`config.mk`:
```
export PLATFORM = sky130hd
export DESIGN_NAME = bar_gauge_segment_diff
export DESIGN_NICKNAME = d
export VERILOG_FILES = /design/src/rtl/core/bgsd_pkg.sv /design/src/rtl/core/bgsd_divider.sv /design/src/rtl/core/bgsd_range.sv /design/src/rtl/core/bar_gauge_segment_diff.sv
export SDC_FILE = /design/constraint.sdc
export NUM_CORES = 2
export LEC_CHECK = 0
export BUFFER_PORTS_ARGS = -buffer_cell sky130_fd_sc_hd__buf_2
export CAP_MARGIN = 20
export CORE_MARGIN = 2
export CORE_UTILIZATION = 39
export DETAILED_ROUTE_END_ITERATION = 8
export PLACE_DENSITY = 0.51
export SYNTH_ARGS = -nofsm -noshare
export SYNTH_HDL_FRONTEND = slang
export SYNTH_HIERARCHICAL = 1
export SYNTH_SLANG_ARGS = --single-unit
export TNS_END_PERCENT = 100
```
`constraint.sdc`:
```
create_clock -name clk -period 9.7 [get_ports clk]
set_clock_uncertainty 0.1 [all_clocks]
set_input_delay 0.485 -clock clk [delete_from_list [all_inputs] [get_ports clk]]
set_output_delay 0.485 -clock clk [all_outputs]
set_load 0.02 [all_outputs]
```
`src/rtl/core/bgsd_pkg.sv`:
```
package bgsd_pkg;

  localparam int ANGLE_W    = 16;
  localparam int SPAN_W     = 15;
  localparam int CNT_W      = 7;
  localparam int SEG_W      = 6;
  localparam int IDX_W      = 7;
  localparam int PROD_W     = 25;
  localparam int NUM_W      = 24;
  localparam int DIV_STAGES = IDX_W;

  localparam int MAX_SEGMENTS_DEF = 64;

  localparam logic signed [ANGLE_W-1:0] ZERO_ANGLE_RST    = '0;
  localparam logic signed [ANGLE_W-1:0] START_ANGLE_RST   = '0;
  localparam logic [SPAN_W-1:0]         SWEEP_SPAN_RST    = 15'd17280;
  localparam logic [CNT_W-1:0]          SEGMENT_COUNT_RST = 7'd32;

  typedef enum logic [1:0] {
    REG_ZERO_ANGLE,
    REG_START_ANGLE,
    REG_SWEEP_SPAN,
    REG_SEGMENT_COUNT
  } reg_addr_t;

  // segment index: sign of the floor quotient and its magnitude, saturated
  typedef struct packed {
    logic             neg;
    logic [IDX_W-1:0] q;
  } idx_t;

  typedef struct packed {
    logic neg_z;
    logic neg_o;
    logic neg_n;
    logic small_o;
    logic small_n;
    logic swap_o;
    logic swap_n;
  } side_t;

  typedef struct packed {
    idx_t idx;
    logic short_arc;
    logic swap;
  } ang_t;

endpackage

```
`src/rtl/core/bgsd_divider.sv`:
```
module bgsd_divider (
  input  logic                         clk,
  input  logic [bgsd_pkg::NUM_W-1:0]   dividend,
  input  logic [bgsd_pkg::SPAN_W-1:0]  divisor,
  output logic [bgsd_pkg::IDX_W-1:0]   quotient
);

  localparam int NW = bgsd_pkg::NUM_W;
  localparam int QW = bgsd_pkg::IDX_W;
  localparam int NS = bgsd_pkg::DIV_STAGES;

  logic [NW-1:0] rem [NS];
  logic [QW-1:0] qt  [NS];
  logic          sat [NS];

  logic [NW:0] div_ext;
  assign div_ext = {(NW + 1 - bgsd_pkg::SPAN_W)'(0), divisor};

  // restoring division, one quotient bit per stage, msb first
  for (genvar k = 0; k < NS; k++) begin : g_stage
    logic [NW-1:0] rem_in;
    logic [QW-1:0] q_in;
    logic          sat_in;
    logic [NW:0]   trial;
    logic          ge;

    if (k == 0) begin : g_first
      assign rem_in = dividend;
      assign q_in   = '0;
      // quotient beyond the index range saturates
      assign sat_in = {1'b0, dividend} >= (div_ext << QW);
    end else begin : g_rest
      assign rem_in = rem[k-1];
      assign q_in   = qt[k-1];
      assign sat_in = sat[k-1];
    end

    assign trial = div_ext << (QW - 1 - k);
    assign ge    = {1'b0, rem_in} >= trial;

    always_ff @(posedge clk) begin
      rem[k] <= ge ? NW'({1'b0, rem_in} - trial) : rem_in;
      qt[k]  <= q_in | (QW'(ge) << (QW - 1 - k));
      sat[k] <= sat_in;
    end
  end

  assign quotient = sat[NS-1] ? '1 : qt[NS-1];

endmodule

```
`src/rtl/core/bgsd_range.sv`:
```
module bgsd_range (
  input  logic                        clk,
  input  logic                        rst,
  input  logic                        in_valid,
  input  logic                        gauge_empty,
  input  logic [bgsd_pkg::CNT_W-1:0]  n_eff,
  input  bgsd_pkg::idx_t              idx_z,
  input  bgsd_pkg::ang_t              ang_o,
  input  bgsd_pkg::ang_t              ang_n,
  output logic                        done,
  output logic [1:0]                  range_count,
  output logic [bgsd_pkg::SEG_W-1:0]  first_a,
  output logic [bgsd_pkg::SEG_W-1:0]  last_a,
  output logic [bgsd_pkg::SEG_W-1:0]  first_b,
  output logic [bgsd_pkg::SEG_W-1:0]  last_b
);

  localparam int QW = bgsd_pkg::IDX_W;

  typedef struct packed {
    logic          valid;
    logic [QW-1:0] first;
    logic [QW-1:0] last;
  } paint_t;

  function automatic paint_t paint(bgsd_pkg::ang_t a, bgsd_pkg::idx_t zi,
                                   logic [QW-1:0] zc, logic [QW-1:0] n_m1);
    bgsd_pkg::idx_t lo;
    bgsd_pkg::idx_t hi;
    logic [QW-1:0]  f;
    logic [QW-1:0]  l;
    paint_t         r;
    lo = a.swap ? a.idx : zi;
    hi = a.swap ? zi : a.idx;
    f = lo.neg ? '0 : lo.q;
    l = (hi.q > n_m1) ? n_m1 : hi.q;
    r.valid = !a.short_arc && !hi.neg && (l >= f);
    // the zero marker segment is never painted
    if (zc == f || zc == l) begin
      if (f == l) r.valid = 1'b0;
      else if (zc == f) f = f + 1'b1;
      else l = l - 1'b1;
    end
    r.first = f;
    r.last  = l;
    return r;
  endfunction

  logic [QW-1:0] n_m1;
  logic [QW-1:0] zc;
  paint_t        p_old_next, p_new_next;
  paint_t        p_old, p_new;
  logic          p_valid, p_empty;

  assign n_m1 = QW'(n_eff) - 1'b1;
  assign zc   = idx_z.neg ? '0 : ((idx_z.q > n_m1) ? n_m1 : idx_z.q);

  assign p_old_next = paint(ang_o, idx_z, zc, n_m1);
  assign p_new_next = paint(ang_n, idx_z, zc, n_m1);

  always_ff @(posedge clk) begin
    if (rst) begin
      p_valid <= 1'b0;
    end else begin
      p_valid <= in_valid;
    end
    p_old   <= p_old_next;
    p_new   <= p_new_next;
    p_empty <= gauge_empty;
  end

  // symmetric difference of two intervals: at most two runs
  logic [1:0]    cnt_next;
  logic [QW-1:0] fa, la, fb, lb;
  logic          overlap, lp, rp;
  paint_t        lower, upper;

  always_comb begin
    cnt_next = 2'd0;
    fa = '0;
    la = '0;
    fb = '0;
    lb = '0;
    overlap = (p_old.last >= p_new.first) && (p_new.last >= p_old.first);
    lp = p_old.first != p_new.first;
    rp = p_old.last != p_new.last;
    lower = (p_old.first < p_new.first) ? p_old : p_new;
    upper = (p_old.first < p_new.first) ? p_new : p_old;
    if (p_empty) begin
      cnt_next = 2'd0;
    end else if (p_old.valid && p_new.valid) begin
      if (overlap) begin
        if (lp) begin
          cnt_next = 2'd1;
          fa = lower.first;
          la = upper.first - 1'b1;
        end
        if (rp) begin
          if (lp) begin
            cnt_next = 2'd2;
            fb = ((p_old.last < p_new.last) ? p_old.last : p_new.last) + 1'b1;
            lb = (p_old.last < p_new.last) ? p_new.last : p_old.last;
          end else begin
            cnt_next = 2'd1;
            fa = ((p_old.last < p_new.last) ? p_old.last : p_new.last) + 1'b1;
            la = (p_old.last < p_new.last) ? p_new.last : p_old.last;
          end
        end
      end else if (lower.last + 1'b1 == upper.first) begin
        cnt_next = 2'd1;
        fa = lower.first;
        la = upper.last;
      end else begin
        cnt_next = 2'd2;
        fa = lower.first;
        la = lower.last;
        fb = upper.first;
        lb = upper.last;
      end
    end else if (p_old.valid) begin
      cnt_next = 2'd1;
      fa = p_old.first;
      la = p_old.last;
    end else if (p_new.valid) begin
      cnt_next = 2'd1;
      fa = p_new.first;
      la = p_new.last;
    end
  end

  always_ff @(posedge clk) begin
    if (rst) begin
      done <= 1'b0;
    end else begin
      done <= p_valid;
    end
    range_count <= cnt_next;
    first_a     <= fa[bgsd_pkg::SEG_W-1:0];
    last_a      <= la[bgsd_pkg::SEG_W-1:0];
    first_b     <= fb[bgsd_pkg::SEG_W-1:0];
    last_b      <= lb[bgsd_pkg::SEG_W-1:0];
  end

endmodule

```
`src/rtl/core/bar_gauge_segment_diff.sv`:
```
// a transfer passes the product, magnitude, divider and range registers before done rises
// throughput: one angle pair per cycle, busy stays low
// the depth is set by the seven-stage restoring divider, one quotient bit per stage
// the receiver cannot stall, so results leave in the cycle they are ready
// synchronous reset clears the pipeline valid bits and loads the register defaults
module bar_gauge_segment_diff #(
  parameter int MAX_SEGMENTS = bgsd_pkg::MAX_SEGMENTS_DEF
) (
  input  logic                               clk,
  input  logic                               rst,
  input  logic                               start,
  output logic                               busy,
  input  logic signed [bgsd_pkg::ANGLE_W-1:0] old_angle,
  input  logic signed [bgsd_pkg::ANGLE_W-1:0] new_angle,
  output logic                               done,
  output logic [1:0]                         range_count,
  output logic [bgsd_pkg::SEG_W-1:0]         first_a,
  output logic [bgsd_pkg::SEG_W-1:0]         last_a,
  output logic [bgsd_pkg::SEG_W-1:0]         first_b,
  output logic [bgsd_pkg::SEG_W-1:0]         last_b,
  input  logic                               psel,
  input  logic                               penable,
  input  logic                               pwrite,
  input  logic [3:0]                         paddr,
  input  logic [31:0]                        pwdata,
  output logic [31:0]                        prdata,
  output logic                               pready
);

  localparam int AW = bgsd_pkg::ANGLE_W;
  localparam int PW = bgsd_pkg::PROD_W;
  localparam int NW = bgsd_pkg::NUM_W;
  localparam int NS = bgsd_pkg::DIV_STAGES;
  localparam int CW = bgsd_pkg::CNT_W;

  // configuration registers
  logic signed [AW-1:0]             zero_angle;
  logic signed [AW-1:0]             start_angle;
  logic [bgsd_pkg::SPAN_W-1:0]      sweep_span;
  logic [CW-1:0]                    segment_count;
  logic                             wr_en;

  assign pready = 1'b1;
  assign busy   = 1'b0;
  assign wr_en  = psel && penable && pwrite;

  always_ff @(posedge clk) begin
    if (rst) begin
      zero_angle    <= bgsd_pkg::ZERO_ANGLE_RST;
      start_angle   <= bgsd_pkg::START_ANGLE_RST;
      sweep_span    <= bgsd_pkg::SWEEP_SPAN_RST;
      segment_count <= bgsd_pkg::SEGMENT_COUNT_RST;
    end else if (wr_en) begin
      unique case (bgsd_pkg::reg_addr_t'(paddr[3:2]))
        bgsd_pkg::REG_ZERO_ANGLE:    zero_angle    <= pwdata[AW-1:0];
        bgsd_pkg::REG_START_ANGLE:   start_angle   <= pwdata[AW-1:0];
        bgsd_pkg::REG_SWEEP_SPAN:    sweep_span    <= pwdata[bgsd_pkg::SPAN_W-1:0];
        bgsd_pkg::REG_SEGMENT_COUNT: segment_count <= pwdata[CW-1:0];
        default: ;
      endcase
    end
  end

  always_comb begin
    unique case (bgsd_pkg::reg_addr_t'(paddr[3:2]))
      bgsd_pkg::REG_ZERO_ANGLE:    prdata = 32'(zero_angle);
      bgsd_pkg::REG_START_ANGLE:   prdata = 32'(start_angle);
      bgsd_pkg::REG_SWEEP_SPAN:    prdata = 32'(sweep_span);
      bgsd_pkg::REG_SEGMENT_COUNT: prdata = 32'(segment_count);
      default:                     prdata = '0;
    endcase
  end

  logic [CW-1:0] n_eff;
  logic          gauge_empty;

  assign n_eff = (int'(segment_count) > MAX_SEGMENTS) ? CW'(MAX_SEGMENTS) : segment_count;
  assign gauge_empty = (n_eff == '0) || (sweep_span == '0);

  // stage 1: offsets from segment zero times n, and lit arc length times n
  logic signed [AW:0]   d_o, d_n, a_o, a_n;
  logic [AW:0]          abs_o, abs_n;
  logic signed [PW-1:0] prod_z, prod_o, prod_n;
  logic [NW-1:0]        w_o, w_n;
  logic                 swap_o1, swap_n1, v1;

  assign d_o   = (AW+1)'(old_angle) - (AW+1)'(start_angle);
  assign d_n   = (AW+1)'(new_angle) - (AW+1)'(start_angle);
  assign a_o   = (AW+1)'(old_angle) - (AW+1)'(zero_angle);
  assign a_n   = (AW+1)'(new_angle) - (AW+1)'(zero_angle);
  assign abs_o = a_o[AW] ? (AW+1)'(-a_o) : a_o;
  assign abs_n = a_n[AW] ? (AW+1)'(-a_n) : a_n;

  logic signed [AW:0] d_z_full;
  assign d_z_full = (AW+1)'(zero_angle) - (AW+1)'(start_angle);

  always_ff @(posedge clk) begin
    if (rst) begin
      v1 <= 1'b0;
    end else begin
      v1 <= start;
    end
    prod_z  <= PW'(d_z_full) * PW'($signed({1'b0, n_eff}));
    prod_o  <= PW'(d_o) * PW'($signed({1'b0, n_eff}));
    prod_n  <= PW'(d_n) * PW'($signed({1'b0, n_eff}));
    w_o     <= NW'(abs_o) * NW'(n_eff);
    w_n     <= NW'(abs_n) * NW'(n_eff);
    swap_o1 <= zero_angle > old_angle;
    swap_n1 <= zero_angle > new_angle;
  end

  // stage 2: magnitudes for the divider, half-step test
  logic [NW-1:0] mag_z, mag_o, mag_n;
  bgsd_pkg::side_t side2;
  logic v2;

  always_ff @(posedge clk) begin
    if (rst) begin
      v2 <= 1'b0;
    end else begin
      v2 <= v1;
    end
    mag_z <= prod_z[PW-1] ? NW'(-prod_z) : NW'(prod_z);
    mag_o <= prod_o[PW-1] ? NW'(-prod_o) : NW'(prod_o);
    mag_n <= prod_n[PW-1] ? NW'(-prod_n) : NW'(prod_n);
    side2.neg_z   <= prod_z[PW-1];
    side2.neg_o   <= prod_o[PW-1];
    side2.neg_n   <= prod_n[PW-1];
    side2.small_o <= {w_o, 1'b0} < (NW+1)'(sweep_span);
    side2.small_n <= {w_n, 1'b0} < (NW+1)'(sweep_span);
    side2.swap_o  <= swap_o1;
    side2.swap_n  <= swap_n1;
  end

  // divider stages, flags travel alongside
  logic [bgsd_pkg::IDX_W-1:0] q_z, q_o, q_n;
  bgsd_pkg::side_t            side_pipe [NS];
  logic [NS-1:0]              v_pipe;

  bgsd_divider u_div_z (.clk(clk), .dividend(mag_z), .divisor(sweep_span), .quotient(q_z));
  bgsd_divider u_div_o (.clk(clk), .dividend(mag_o), .divisor(sweep_span), .quotient(q_o));
  bgsd_divider u_div_n (.clk(clk), .dividend(mag_n), .divisor(sweep_span), .quotient(q_n));

  always_ff @(posedge clk) begin
    if (rst) begin
      v_pipe <= '0;
    end else begin
      v_pipe <= {v_pipe[NS-2:0], v2};
    end
    side_pipe[0] <= side2;
    for (int i = 1; i < NS; i++) begin
      side_pipe[i] <= side_pipe[i-1];
    end
  end

  bgsd_pkg::idx_t idx_z;
  bgsd_pkg::ang_t ang_o, ang_n;
  bgsd_pkg::side_t sd;

  assign sd          = side_pipe[NS-1];
  assign idx_z.neg   = sd.neg_z;
  assign idx_z.q     = q_z;
  assign ang_o.idx.neg   = sd.neg_o;
  assign ang_o.idx.q     = q_o;
  assign ang_o.short_arc = sd.small_o;
  assign ang_o.swap      = sd.swap_o;
  assign ang_n.idx.neg   = sd.neg_n;
  assign ang_n.idx.q     = q_n;
  assign ang_n.short_arc = sd.small_n;
  assign ang_n.swap      = sd.swap_n;

  bgsd_range u_range (
    .clk         (clk),
    .rst         (rst),
    .in_valid    (v_pipe[NS-1]),
    .gauge_empty (gauge_empty),
    .n_eff       (n_eff),
    .idx_z       (idx_z),
    .ang_o       (ang_o),
    .ang_n       (ang_n),
    .done        (done),
    .range_count (range_count),
    .first_a     (first_a),
    .last_a      (last_a),
    .first_b     (first_b),
    .last_b      (last_b)
  );

`ifndef SYNTHESIS
  a_empty_fields: assert property (@(posedge clk) disable iff (rst)
    (done && range_count == 2'd0) |-> (first_a == '0 && last_a == '0))
    else $error("range a not cleared with no ranges");

  a_unused_b: assert property (@(posedge clk) disable iff (rst)
    (done && range_count != 2'd2) |-> (first_b == '0 && last_b == '0))
    else $error("range b not cleared with fewer than two ranges");

  a_count_legal: assert property (@(posedge clk) disable iff (rst)
    done |-> range_count != 2'd3)
    else $error("range count out of range");
`endif

endmodule

```
==> impl_metrics.yaml <==
outcome:
  status: "complete, no violations"
grt:
  antenna_found_initial: 6
  track_usage: 0.218
  grt_start_max_net_pins: 66
  grt_overflow_total: 0
  grt_pass1_vias: 58300
  grt_pass1_wl_mm: 326
route:
  vias: 57600
  drc_errors: 0
  viasPerCell: 5.31
  drt_iter0_drc: 3436
  routed_wl_mm: 204
  routedWlPerCell_um: 18.9
  drt-pass1-iter-count: 6
  ant_nets: 0
logic_synthesis:
  synthXorXnorAreaFrac: 0.0764
  synth_seq_area_share: 0.254
  yosysWarnings: 6
  synth_top_family_by_area: "adder cells"
  synthAdderAreaFrac: 0.259
  synth_mux_area_frac: 0.0266
  synth_cell_types: 115
  synth_area_per_cell_um2: 8.75
  async_flop_share: 0
  synth-seq-cells: 912
  synth_edf_count: 0
  syn_inst: 8210
  netlist_area_um2: 71800
  ys.flop_type: "dfxtp_1"
  synth_compound_area_frac: 0.162
  synthesis.nets: 9506
  synth-simple-area-share: 0.165
cells_and_area:
  area_growth_pct: 10.2
  regArea_um2: 18300
  drive_above_1_share: 0.0734
  multiInputGateArea_um2: 49600
  final_cell_mix: "dfxtp_1, nor2_1, inv_1, ha_1, nand2_1"
  layout_commonest_cell: "dfxtp_1"
  nets: 9582
  finalInstanceArea_um2: 79200
  fillers: 18300
cts:
  cts_buffers: 108
  cts_max_path_buffers: 3
  post_cts_buffers: 0
  cts_root_buffer: "clkbuf_16"
  clk_pin_slew_ns: 0.07
  cts-htree-levels: 3
  cts_sinks: 912
  cts_tree: "done"
  clk_latency_ns: 0.79
placed_design:
  placed_area_um2: 75000
  gp_congestion: 0.919
  numPortBuffers: 114
  dp_hpwl_mm: 161
worst_hold_path:
  hold_path_class: "reg2reg"
  whs_path_depth: 0
  whs_endpoint: "u_div_o/qt[6][1]"
  hp-start: "u_div_o/qt[5][1]"
setup_path:
  path_common_cell: "fa_1"
  ff2ff_path_depth: 26
  crit_path_start_kind: "flop"
  cpPeakStageDelay_ns: 0.67
  r2r_end: "w_n[23]"
  worstSetupPathType: "reg2reg"
  cp_max_fo: 7
  cp.arrival_ns: 9.27
  crit_slowest_cell: "a2111oi_0"
  r2r-start: "zero_angle[1]"
  startpoint: "zero_angle[1]"
  crit_required_ns: 10.21
  r2r_setup_slack_ns: 0.93
  critPathCaptureType: "flop"
timing:
  rsz0062_at_grt: "no"
  worst_pin_slew_ns: 1.16
  fin_tns_setup_ns: 0
  final_hold_viol_count: 0
  relSlewSlack: 0.217
  post-route-min-period_ns: 8.77
  setup_violations: 0
  drv_slew: 0
  timing.fmax_mhz: 114
  period_share: 0.904
pwr:
  p_per_area_nw_per_um2: 245
  swShare: 0.398
  p_int_uw: 11700
  ir_drop_mv: 0.158
  seqPwrFrac: 0.304
  pwr-share-clk: 0.228
  leakage_uw: 0.0353
  p_switching_uw: 7720
  p_comb_frac: 0.468
job:
  max_cap_violations: 0
floorplanning:
  core-area_um2: 183000
  die_h_um: 433
  die_x_um: 433
  ios: 135
  start_util: 0.392
  die-area_um2: 188000
  num_rows: 157
==> layout make-up <==
class | count | share of cell area
Clock buffer | 146 | 0.0388
Antenna cell | 3 | 0.0000948
Inverter | 785 | 0.0372
Tap cell | 2464 | 0.0389
Multi-Input combinational cell | 6274 | 0.627
Clock inverter | 54 | 0.0112
Timing Repair Buffer | 205 | 0.0166
Sequential cell | 912 | 0.231
==> cells in the mapped netlist (36+ instances only) <==
cell type  count  area (um^2)
mux2i_1       78          781
inv_1        781         2930
dfxtp_1      912        18300
nor2_1       806         3030
nand3_1      121          606
a211o_1       38          333
o211ai_1      36          270
clkbuf_1     177          664
nor3_1       114          571
a21oi_1      481         2410
xnor2_1      381         3340
nor4_1        57          357
xor2_1       239         2090
nor2b_1       95          594
nand4_1       65          407
o21ai_0      387         1940
mux2_2        78          878
or3_1         39          244
o21a_1       120          901
ha_1         778         9730
nand2b_1     163         1020
a211oi_1      81          608
or2_2         71          444
nand2_1      672         2520
a31oi_1       52          325
o31ai_1       72          541
fa_1         444         8890
a21o_1       180         1350
and2_1        70          438
==> worst max-delay path by stage <==
| stage | to | slack (ns) |
|---|---|---|
| global route | w_n[23] | 0.24 |
| global placement | w_n[23] | 0.99 |
| CTS | w_n[23] | 0.93 |
| finish | w_n[23] | 0.93 |
| floorplan | w_n[23] | 1.99 |
| detailed placement | w_n[23] | 0.92 |
==> power by group through the flow <==
stage	registers, uW	logic, uW	clock network (uW)
CTS	5900	9050	4560
finish	5900	9060	4420
detailed placement	5980	8970	0
global placement	5980	8880	0
floorplan	5630	7130	0
global route	6040	10200	4710
==> metrics by stage <==
| step | instances | total power (uW) | hold slack, ns | util | setup slack, ns |
|---|---|---|---|---|---|
| 2_1_floorplan | 8210 | 12800 | 0.210 | - | 1.99 |
| 3_3_place_gp | 10600 | 14900 | 0.210 | 0.410 | 0.990 |
| 3_5_place_dp | 10600 | 14900 | 0.212 | 0.410 | 0.923 |
| 4_1_cts | 10800 | 19500 | 0.167 | 0.432 | 0.925 |
| 5_1_grt | 10800 | 21000 | 0.175 | 0.433 | 0.242 |
| 6_report | 10800 | 19400 | 0.174 | 0.433 | 0.933 |
==> metal layers <==
layer	track usage	share of wire
met5	0	0.000064
met4	0.0810	0.039
met2	0.375	0.47
met1	0.279	0.45
met3	0.0278	0.040
==> registers in the layout (all words and copies together) (netlist names), 15 cells and up <==
register       count
side_pipe         49
zero_angle        16
mag_o             24
prod_n            25
w_o               24
u_range/p_old     15
u_div_o/rem      144
u_div_o/qt        28
prod_z            25
u_div_z/qt        28
w_n               24
mag_z             24
u_div_n/qt        28
prod_o            25
u_div_z/rem      144
start_angle       16
u_range/p_new     15
u_div_n/rem      144
sweep_span        15
mag_n             24
==> cells by family after synthesis <==
kind of cell    Yosys count
mux                     168
fa+ha+maj              1224
xor+xnor                623
simple gates           2470
compound gates         1787
other cells               2
flops                   912
buf+inv                1024
==> timing repair <==
| action | CTS | global route |
|---|---|---|
| hold buffers | 17 | 0 |
| endpoints found under the hold margin | 55 | 0 |
| resized for setup | 0 | 0 |
==> worst max-delay path, delay by kind of cell (launching register included) <==
kind                     cells  cell delay [ns]
XOR/XNOR                     2             0.81
AO/OA/AOI/OAI                9             2.86
buffers and inverters        3             0.29
flip-flops                   1             0.66
AND/OR/NAND/NOR              6             1.08
adder cells (fa/ha/maj)      6             2.81
(Power assumes the default switching activity.)
